### src/hw/rtl/lmlt_pkg.sv
// lmlt_pkg: shared types and constants for the lcd mode and line timing block
// mode codes, line and dot limits, and the word structs passed to the sequencer
// no dependencies
`timescale 1ns / 1ps

package lmlt_pkg;

	localparam logic [1:0] MODE_HBLANK   = 2'd0;
	localparam logic [1:0] MODE_VBLANK   = 2'd1;
	localparam logic [1:0] MODE_OAM      = 2'd2;
	localparam logic [1:0] MODE_TRANSFER = 2'd3;

	localparam logic [1:0] LOCK_VRAM = 2'b01;
	localparam logic [1:0] LOCK_OAM  = 2'b10;

	localparam logic [8:0] DOT_OAM_END   = 9'd80;
	localparam logic [8:0] DOT_LINE_END  = 9'd456;
	localparam logic [8:0] DOT_STARTUP   = 9'(456 - 64);
	localparam logic [7:0] LINE_VBLANK   = 8'd144;
	localparam logic [7:0] LINE_FRAME    = 8'd154;
	localparam logic [7:0] LINE_LAST     = 8'd153;

	typedef struct packed {
		logic       lcd_enable;
		logic [7:0] compare_line;
		logic       lyc_irq_enable;
		logic       vblank_stat_enable;
		logic       transfer_done;
	} dot_in_t;

	typedef struct packed {
		logic [1:0] mode;
		logic [7:0] line;
		logic       coincidence;
		logic       vblank_irq;
		logic       stat_irq;
		logic       vram_locked;
		logic       oam_locked;
		logic       line_start;
		logic       frame_start;
	} dot_out_t;

endpackage

### src/hw/rtl/lmlt_seq.sv
// lmlt_seq: lcd mode sequencer state and next-state logic for one dot
// holds mode, dot and line counters, display and startup flags, locks
// depends on lmlt_pkg
`timescale 1ns / 1ps

module lmlt_seq (
	input  logic              clk,
	input  logic              arst_n,
	input  logic              step,
	input  lmlt_pkg::dot_in_t din,
	output lmlt_pkg::dot_out_t dout
);
	import lmlt_pkg::*;

	logic [1:0] mode_q;
	logic [8:0] dot_q;
	logic [7:0] line_q;
	logic       on_q;
	logic       startup_q;
	logic       coin_q;
	logic [1:0] locks_q;

	logic [1:0] mode_d;
	logic [8:0] dot_d;
	logic [7:0] line_d;
	logic       on_d;
	logic       startup_d;
	logic       coin_d;
	logic [1:0] locks_d;
	logic       p_vblank, p_stat, p_line, p_frame;
	logic [7:0] line_inc;
	logic [7:0] line_cmp;
	logic       match;

	always_comb begin
		mode_d    = mode_q;
		dot_d     = dot_q;
		line_d    = line_q;
		on_d      = on_q;
		startup_d = startup_q;
		coin_d    = coin_q;
		locks_d   = locks_q;
		p_vblank  = 1'b0;
		p_stat    = 1'b0;
		p_line    = 1'b0;
		p_frame   = 1'b0;
		line_inc  = '0;
		line_cmp  = '0;
		match     = 1'b0;

		if (!din.lcd_enable) begin
			if (on_q) begin
				locks_d = '0;
				mode_d  = MODE_VBLANK;
				dot_d   = '0;
				line_d  = '0;
				on_d    = 1'b0;
			end
		end else begin
			// display switched on: restart at line 0 in oam
			if (!on_q) begin
				line_d  = '0;
				p_line  = 1'b1;
				if (mode_d != MODE_HBLANK) begin
					p_frame = 1'b1;
				end
				mode_d  = MODE_OAM;
				locks_d = locks_d | LOCK_OAM;
				if (din.compare_line == 8'd0) begin
					coin_d = 1'b1;
					p_stat = p_stat | din.lyc_irq_enable;
				end
				on_d = 1'b1;
			end

			if (dot_d != '1) begin
				dot_d = dot_d + 9'd1;
			end

			line_inc = line_d + 8'd1;
			line_cmp = (line_inc <= LINE_LAST) ? line_inc : 8'd0;
			match    = (line_cmp == din.compare_line);

			unique case (mode_d)
				MODE_OAM: begin
					if (dot_d >= DOT_OAM_END) begin
						mode_d  = MODE_TRANSFER;
						locks_d = locks_d | LOCK_VRAM;
					end
				end
				MODE_TRANSFER: begin
					if (din.transfer_done) begin
						mode_d  = MODE_HBLANK;
						locks_d = '0;
					end
				end
				MODE_HBLANK: begin
					if (dot_d >= DOT_LINE_END) begin
						line_d = line_inc;
						coin_d = match;
						p_stat = p_stat | (match & din.lyc_irq_enable);
						if (line_inc >= LINE_VBLANK) begin
							mode_d   = MODE_VBLANK;
							locks_d  = '0;
							p_vblank = 1'b1;
							p_stat   = p_stat | din.vblank_stat_enable;
						end else begin
							mode_d  = MODE_OAM;
							locks_d = locks_d | LOCK_OAM;
							p_line  = 1'b1;
						end
						dot_d = '0;
					end
				end
				MODE_VBLANK: begin
					if (dot_d >= DOT_LINE_END) begin
						dot_d  = '0;
						line_d = line_inc;
						coin_d = match;
						p_stat = p_stat | (match & din.lyc_irq_enable);
						if (line_inc >= LINE_FRAME || startup_q) begin
							if (startup_q) begin
								startup_d = 1'b0;
								if (din.compare_line == 8'd0) begin
									coin_d = 1'b1;
									p_stat = p_stat | din.lyc_irq_enable;
								end
							end
							line_d  = '0;
							mode_d  = MODE_OAM;
							locks_d = locks_d | LOCK_OAM;
							p_line  = 1'b1;
							p_frame = 1'b1;
						end
					end
				end
			endcase
		end
	end

	always_ff @(posedge clk or negedge arst_n) begin
		if (!arst_n) begin
			mode_q    <= MODE_VBLANK;
			dot_q     <= DOT_STARTUP;
			line_q    <= '0;
			on_q      <= 1'b1;
			startup_q <= 1'b1;
			coin_q    <= 1'b0;
			locks_q   <= '0;
		end else if (step) begin
			mode_q    <= mode_d;
			dot_q     <= dot_d;
			line_q    <= line_d;
			on_q      <= on_d;
			startup_q <= startup_d;
			coin_q    <= coin_d;
			locks_q   <= locks_d;
		end
	end

	always_comb begin
		dout.mode        = on_d ? mode_d : MODE_HBLANK;
		dout.line        = line_d;
		dout.coincidence = coin_d;
		dout.vblank_irq  = p_vblank;
		dout.stat_irq    = p_stat;
		dout.vram_locked = |(locks_d & LOCK_VRAM);
		dout.oam_locked  = |(locks_d & LOCK_OAM);
		dout.line_start  = p_line;
		dout.frame_start = p_frame;
	end

endmodule

### src/hw/rtl/lcd_mode_line_timing.sv
// lcd_mode_line_timing: top level of the lcd mode and line timing block
// input word register, sequencer, result word register
// depends on lmlt_pkg and lmlt_seq
`timescale 1ns / 1ps

// usage
// each input word is one dot tick carrying lcd enable, lyc, stat source enables
// and the pixel pipeline done flag. each accepted word yields exactly one
// result word: mode, ly, coincidence, interrupt pulses, memory locks and
// line/frame start pulses, all as they stand after that dot.
// a result word passes from the input register through the sequencer into the
// result register; one word per cycle is sustained while there is no stall.
// the rate is set by the sequencer update, which is combinational between the
// input register and the result register.
// reset marks both word registers empty and puts the sequencer in vblank at dot 392
// with the display on, so the first frame starts 64 dots in.
// when the receiver holds stall on a valid result word, the result register keeps
// its word, the sequencer does not advance, and in_stall rises once the input
// register is full; no word is lost or repeated.

module lcd_mode_line_timing (
	input  logic       clk,
	input  logic       arst_n,
	input  logic       in_valid,
	output logic       in_stall,
	input  logic       lcd_enable,
	input  logic [7:0] compare_line,
	input  logic       lyc_irq_enable,
	input  logic       vblank_stat_enable,
	input  logic       transfer_done,
	output logic       out_valid,
	input  logic       out_stall,
	output logic [1:0] mode,
	output logic [7:0] line,
	output logic       coincidence,
	output logic       vblank_irq,
	output logic       stat_irq,
	output logic       vram_locked,
	output logic       oam_locked,
	output logic       line_start,
	output logic       frame_start
);
	import lmlt_pkg::*;

	logic     valid_s1;
	dot_in_t  din_s1;
	logic     out_valid_q;
	dot_out_t dout_q;
	dot_out_t dout_next;
	logic     advance;
	logic     accept;

	assign advance  = valid_s1 && (!out_valid_q || !out_stall);
	assign in_stall = valid_s1 && !advance;
	assign accept   = in_valid && !in_stall;

	always_ff @(posedge clk or negedge arst_n) begin
		if (!arst_n) begin
			valid_s1 <= 1'b0;
		end else if (accept) begin
			valid_s1 <= 1'b1;
		end else if (advance) begin
			valid_s1 <= 1'b0;
		end
	end

	always_ff @(posedge clk) begin
		if (accept) begin
			din_s1.lcd_enable         <= lcd_enable;
			din_s1.compare_line       <= compare_line;
			din_s1.lyc_irq_enable     <= lyc_irq_enable;
			din_s1.vblank_stat_enable <= vblank_stat_enable;
			din_s1.transfer_done      <= transfer_done;
		end
	end

	lmlt_seq u_seq (
		.clk    (clk),
		.arst_n (arst_n),
		.step   (advance),
		.din    (din_s1),
		.dout   (dout_next)
	);

	always_ff @(posedge clk or negedge arst_n) begin
		if (!arst_n) begin
			out_valid_q <= 1'b0;
		end else if (advance) begin
			out_valid_q <= 1'b1;
		end else if (!out_stall) begin
			out_valid_q <= 1'b0;
		end
	end

	always_ff @(posedge clk) begin
		if (advance) begin
			dout_q <= dout_next;
		end
	end

	assign out_valid   = out_valid_q;
	assign mode        = dout_q.mode;
	assign line        = dout_q.line;
	assign coincidence = dout_q.coincidence;
	assign vblank_irq  = dout_q.vblank_irq;
	assign stat_irq    = dout_q.stat_irq;
	assign vram_locked = dout_q.vram_locked;
	assign oam_locked  = dout_q.oam_locked;
	assign line_start  = dout_q.line_start;
	assign frame_start = dout_q.frame_start;

	a_frame_start: assert property (@(posedge clk) disable iff (!arst_n)
		out_valid && frame_start |-> line_start && line == 8'd0 && mode == MODE_OAM)
		else $error("frame start without line start at line 0 in oam");

	a_vblank_entry: assert property (@(posedge clk) disable iff (!arst_n)
		out_valid && vblank_irq |-> mode == MODE_VBLANK && line == LINE_VBLANK)
		else $error("vblank interrupt outside vblank entry");

	a_hblank_unlocked: assert property (@(posedge clk) disable iff (!arst_n)
		out_valid && (mode == MODE_HBLANK || mode == MODE_VBLANK)
			|-> !vram_locked && !oam_locked)
		else $error("memory locked during blanking");

	a_line_range: assert property (@(posedge clk) disable iff (!arst_n)
		out_valid |-> line <= LINE_LAST)
		else $error("line count out of range");

	a_stall_empty: assert property (@(posedge clk) disable iff (!arst_n)
		!valid_s1 |-> !in_stall)
		else $error("input stalled with empty input register");

endmodule
### config.mk
export PLATFORM = sky130hd
export DESIGN_NAME = lcd_mode_line_timing
export DESIGN_NICKNAME = d
export VERILOG_FILES = /design/src/hw/rtl/lmlt_pkg.sv /design/src/hw/rtl/lmlt_seq.sv /design/src/hw/rtl/lcd_mode_line_timing.sv
export SDC_FILE = /design/constraint.sdc
export NUM_CORES = 1
export LEC_CHECK = 0
export BUFFER_PORTS_ARGS = -buffer_cell sky130_fd_sc_hd__buf_4
export CORE_MARGIN = 2
export CORE_UTILIZATION = 30
export CTS_BUF_LIST = sky130_fd_sc_hd__clkbuf_16
export CTS_CLUSTER_DIAMETER = 100
export CTS_CLUSTER_SIZE = 20
export DETAILED_ROUTE_END_ITERATION = 10
export HOLD_SLACK_MARGIN = 0.03
export SLEW_MARGIN = 20
export SYNTH_ARGS = -nofsm -noshare
export SYNTH_HDL_FRONTEND = slang
export SYNTH_SLANG_ARGS = --single-unit
### constraint.sdc
create_clock -name clk -period 3.5 [get_ports clk]
set_input_delay 0.175 -clock clk [delete_from_list [all_inputs] [get_ports clk]]
set_output_delay 0.175 -clock clk [all_outputs]
set_load 0.005 [all_outputs]
* Word level (Yosys, flattened, before mapping)
Index checks and enable logic that the tools add are counted.
** Cells by class
- $add $sub $neg :: 2
- $mul :: 0
- Divide/modulo/power cells :: 0
- Magnitude comparators :: 5
- Eq/ne operators :: 6
- Shift operators :: 0
- Multiplexer cells :: 72
- Bitwise operators :: 4
- Reduce and logical (&&, ||, !) cells :: 18
** Operator list (number)
- $mux W8 :: 8
- $mux W9 :: 6
- $mux W2 :: 18
- $mux W1 :: 34
- $ge A8 B8 Y1 const B :: 2
- $pmux W2 S4 :: 2
- $pmux W8 S2 :: 1
- $add A9 B1 Y9 const B :: 1
- $ge A9 B7 Y1 const B :: 1
- $ge A9 B9 Y1 const B :: 1
- $ne A9 B9 Y1 const B :: 1
- $add A8 B1 Y8 const B :: 1
- $eq A8 B8 Y1 :: 1
- $le A8 B8 Y1 const B :: 1
- $logic_not A8 Y1 :: 1
- $pmux W1 S2 :: 3
- $reduce_bool A2 Y1 :: 3
- $reduce_and A5 Y1 :: 1
- $eq A2 B2 Y1 const B :: 2
- $logic_not A1 Y1 :: 4
- $logic_and A1 B1 Y1 :: 3
- $or A1 B1 Y1 :: 3
- $reduce_and A3 Y1 :: 1
- $eq A2 B1 Y1 const B :: 1
- 6 further kinds :: 7
** Storage, ports and cells
- Flip-flop bits (word level) :: 55
- Bits in latches :: 0
- Bits in writable memories :: 0
- Memory bits (read-only) :: 0
- Bits of input ports :: 16
- Output and inout bits :: 19
- Logic and storage cells :: 130
- Memories :: 0

* Depth between registers and ports, before layout
- Depth after elaboration :: 14
- Depth in mapped cells :: 15
- Mapped depth without buffers :: 11

* Cells and area by module
From an unflattened synthesis, not the netlist that was laid out.
** Second synthesis, totals
- Cell total of the unflattened synthesis :: 355
- Area total of the unflattened synthesis :: 3315.7 um2
** By module, submodules not included
- lmlt_seq :: times used 1, cells each 318, area each 2352.3 um2
- lcd_mode_line_timing :: times used 1, cells each 37, area each 963.4 um2

* Worst setup path after synthesis
No wires, ideal clock.
- Path kind :: reg2reg
- From :: register u_seq.on_q
- To :: register dout_q, in the netlist stat_irq, data pin
- Setup time :: 0.180 ns
- Data arrival time :: 3.336 ns
- Required time :: 3.320 ns
- Slack :: -0.016 ns
- Stages on the path, launching flop included :: 14
- Period minus slack after synthesis :: 3.516 ns
- Cell sequence :: dfstp_2 buf_2 buf_1 clkbuf_1 and2_1 ha_1 clkbuf_1 nand3_1 o41ai_1 o311ai_0 a21boi_0 a22o_1 nand4_1 o311ai_1
** Between the ends
- Cells in the longest elaborated chain, start to end :: 14
** RTL lines
- start: declaration :: RTL line lmlt_seq.sv:18 : logic on_q;
- start signal: assignment :: RTL line lmlt_seq.sv:154 : on_q <= on_d;
- $mux W8 :: RTL line lmlt_seq.sv:61 : if (!on_q) begin
- $mux W8 :: RTL line lmlt_seq.sv:51 : if (!din.lcd_enable) begin
- $add A8 B1 Y8 :: RTL line lmlt_seq.sv:80 : line_inc = line_d + 8'd1;
- $le A8 B8 Y1 :: RTL line lmlt_seq.sv:81 : line_cmp = (line_inc <= LINE_LAST) ? line_inc : 8'd0;
- $mux W8 :: RTL line lmlt_seq.sv:81
- $eq A8 B8 Y1 :: RTL line lmlt_seq.sv:82 : match = (line_cmp == din.compare_line);
- $and A1 B1 Y1 :: RTL line lmlt_seq.sv:101, lmlt_seq.sv:120
- $or A1 B1 Y1 :: RTL line lmlt_seq.sv:101, lmlt_seq.sv:120
- $or A1 B1 Y1 :: RTL line lmlt_seq.sv:126 : p_stat = p_stat | din.lyc_irq_enable;
- $mux W1 :: RTL line lmlt_seq.sv:124 : if (din.compare_line == 8'd0) begin
- $mux W1 :: RTL line lmlt_seq.sv:122 : if (startup_q) begin
- $mux W1 :: RTL line lmlt_seq.sv:121 : if (line_inc >= LINE_FRAME || startup_q) begin
- $mux W1 :: RTL line lmlt_seq.sv:116 : if (dot_d >= DOT_LINE_END) begin
- $pmux W1 S2 * :: RTL line lmlt_seq.sv:84 : unique case (mode_d)
- end signal: assignment :: RTL line lcd_mode_line_timing.sv:97 : dout_q <= dout_next;
- end: declaration :: RTL line lcd_mode_line_timing.sv:48 : dot_out_t dout_q;
Mark *: on every way between the ends. The rest lies on a longest branch, timed or not. The select of a mux whose other input is x is not followed.
A chain may end at the register's enable or synchronous reset.

* Final worst setup path
Same ends and word-level chain as after synthesis.

==> run metrics <==
RD Place Congestion=0.873; count of cell types in the netlist=68; Die X=109 um; status=complete, no violations; Post-Syn Area=about 0.0033 sq mm; Global Route Usage Sum=0.142; IO Pins=35; first-pass GRT wire length=13500 um; 1st-iter DRT viols=236; Setup Viol. Count Final=0; CTS HTree Levels=2; Yosys warning count=0; Slew headroom=0.492; Final Max Tran Viols=0; Worst R2R Start=u_seq.on_q$_DFFE_PN1P_; CP startpoint kind=flop; die area=approximately 0.012 sq mm; Crit. End Element=flop; Filler cells=1138; worst vdd ir=~0.21 mV; clock share of power=0.308; HPWL Detailed=5880 um; Initial Util=0.308; worst-margin pin slew=757 ps; switch share=0.299; CTS tree=yes; Setup Crit Path Kind=flop to flop; share of layout cells above drive strength 1=0.170; RSZ-0062 raised after global routing=no; Gate power share=0.177; Hold Slack=53.8 ps; hold path start=lyc_irq_enable; via count=2954; hold depth=1; placeable core region=0.0108 sq mm; gr ovfl total=0; CTS resizes=0; vias in the first global route=roughly 2600; routed wire length=slightly above 8000 um; CP max FO=6; DRC viols=0; Internal Power=between 0.001 and 0.0015 W; Worst Hold End=din_s1[2]$_DFFE_PP_; Area Growth Syn to Fin=17.0%; Fin Setup TNS=0 ps; Syn Inst Count=approximately 370; P per Cell Area=423 mW/mm^2; Max Cap Viol=0; Post-synth EDFFs=29; Register-to-Register Path Depth=10; largest net degree at the start of global routing=28; part of the power in registers=0.515; leakage dissipation=1.48 nW; dpl cells=530; port bufs=34; fin crit share=0.884; Vias/cell=5.48; CTS Buf Count=5; register area=approximately 0.0015 sq mm; Max Clock Skew=approximately 7 ps; Clock Tree Root=clkbuf_16; total power=0.00165 W; clock-pin slew on the worst setup and hold paths=70 ps; DRT antenna net count=0; clk buf depth=2; final period demand of the worst path=just over 3000 ps; min-delay worst type=input port to flop; Syn Area/Cell=9.09 sq um; fmax=about 320 MHz; reg2reg setup slack=410 ps; latest clock arrival within the worst-skew pair=300 ps; Main synth FF type=edfxtp_1; initial antenna violation count=0; Net Switching=0.000493 W; WL/cell=about 15 um; area of the multi-input gates=0.00166 sq mm; DRT Pass-1 Iters=4; CP max stage delay=560 ps; fin cells=539; Critical Path RT=3610 ps; crit path cell chain=nand2_1 -> inv_1 -> ha_1 -> nand3_1 -> o41ai_1 -> o311ai_0 -> a21boi_1 -> a22o_1 -> nand4_1 -> o311ai_1; Async S/R FF share, synth=0.473; antenna cell count=0; clock sink count=55; final hold violations=0; Vert. Die Dim=109 um; WP data arrival=3200 ps; Worst R2R End=stat_irq$_SDFFCE_PN0P_; Mapped Nets=387; Layout Nets=418; synthesized flop and latch total=between 50 and 60; Cell Rows=38; slowest stage cell, crit path=dfstp_2; Seq/Total Area, Yosys=0.458
## routing by layer
layer	vias up	wire length (um)	GRT usage
met5	-	0	0
met4	0	140	0.0407
met3	11	525	0.0184
met2	87	3660	0.215
met1	1432	3860	0.213
li1	1424	-	-
## critical path: cells and delay by family, from the launching register on
family,cells,cell delay (ps)
AO/OA/AOI/OAI,5,1420
buffers and inverters,1,120
flip-flops,1,560
AND/OR/NAND/NOR,3,540
adder cells (fa/ha/maj),1,270
## state kept, by name, summed over array words and instances (netlist names), 2 cells and up
name	cells
din_s1	12
u_seq.locks_q	2
u_seq.mode_q	2
line	8
u_seq.dot_q	9
mode	2
u_seq.line_q	8
## what timing repair did
| item | CTS | global route |
|---|---|---|
| setup endpoints to repair | 0 | 0 |
| endpoints found under the hold margin | 20 | 0 |
| hold buffers | 1 | 0 |
| buffers inserted | 0 | 0 |
## layout by cell type, fill, tap and decap left out, types with 4 or more instances in the layout
cell type   n
nor2_1     24
nor4_1      4
and2_1      9
dfrtp_1    20
dfstp_2     6
nand3_1    13
o31ai_1     4
nand4_1     9
xnor2_1     9
edfxtp_1   29
o21ai_1     5
o21ai_0    28
a31oi_1    12
and3_1      8
buf_4      44
a21oi_1    29
clkbuf_16   5
inv_1      12
ha_1        4
nand2_1    52
xor2_1      5
nand2b_1    4
## through the flow
| step | instance area [sq um] | utilization | setup WS [ps] |
|---|---|---|---|
| after CTS | 3900 | 0.360 | 388 |
| after global placement | 3740 | 0.345 | 454 |
| after global routing | 3900 | 0.360 | 143 |
| after floorplan | 3340 | - | 69.8 |
| after detailed placement | 3740 | 0.345 | 408 |
| final | 3900 | 0.360 | 406 |
## final cells by class
type / count / area share
timing repair buffer: 45 / 0.0872
multi-input combinational: 279 / 0.426
clock buffer: 5 / 0.0321
clock inverter: 3 / 0.00641
inverter: 12 / 0.0115
sequential: 55 / 0.392
tap: 140 / 0.0449
## kinds of logic (layout without fill, tap and decap cells)
logic type,after synthesis,after routing,synth area share
compound gates,115,115,0.224
buf+inv,33,65,0.0428
mux,1,1,0.00300
xor+xnor,14,14,0.0368
simple gates,145,145,0.220
flops,55,55,0.458
fa+ha+maj,4,4,0.0150
## synthesized netlist by cell type (all sizes together) (2+ instances only)
master / instances / area, sq um
nand2: 53 / 201
o21ai: 33 / 165
a21oi: 29 / 145
edfxtp: 29 / 871
nor2: 25 / 96.4
dfrtp: 20 / 500
nand3: 14 / 75.1
a31oi: 12 / 75.1
inv: 12 / 45.0
clkbuf: 11 / 42.5
nand4: 11 / 81.3
buf: 10 / 55.1
and2: 9 / 56.3
xnor2: 9 / 78.8
and3: 8 / 50.1
dfstp: 6 / 158
xor2: 5 / 43.8
ha: 4 / 50.1
nand2b: 4 / 25.0
nor3: 4 / 25.0
nor4: 4 / 25.0
o31ai: 4 / 30.0
a32o: 3 / 30.0
a41oi: 3 / 26.3
and4: 3 / 26.3
a211o: 2 / 17.5
a21boi: 2 / 15.0
a22o: 2 / 17.5
a22oi: 2 / 15.0
nor3b: 2 / 15.0
o21bai: 2 / 15.0
o221ai: 2 / 17.5
o311ai: 2 / 17.5
or2: 2 / 12.5
## power by group through the flow
stage	clock (W)	combinational [W]	sequential, W
after floorplan	0	0.000209	0.000823
after global placement	0	0.000284	0.000860
after detailed placement	0	0.000292	0.000863
after CTS	0.000519	0.000294	0.000849
after global routing	0.000542	0.000332	0.000864
final	0.000509	0.000293	0.000850
## worst max-delay path by stage
stage | start | end | slack [ps]
6_report | u_seq.on_q$_DFFE_PN1P_ | stat_irq$_SDFFCE_PN0P_ | 410
4_1_cts | u_seq.on_q$_DFFE_PN1P_ | stat_irq$_SDFFCE_PN0P_ | 390
3_3_place_gp | u_seq.on_q$_DFFE_PN1P_ | stat_irq$_SDFFCE_PN0P_ | 450
5_1_grt | u_seq.on_q$_DFFE_PN1P_ | stat_irq$_SDFFCE_PN0P_ | 140
3_5_place_dp | u_seq.on_q$_DFFE_PN1P_ | stat_irq$_SDFFCE_PN0P_ | 410
2_1_floorplan | u_seq.on_q$_DFFE_PN1P_ | stat_irq$_SDFFCE_PN0P_ | 70
(Power assumes the default switching activity.)
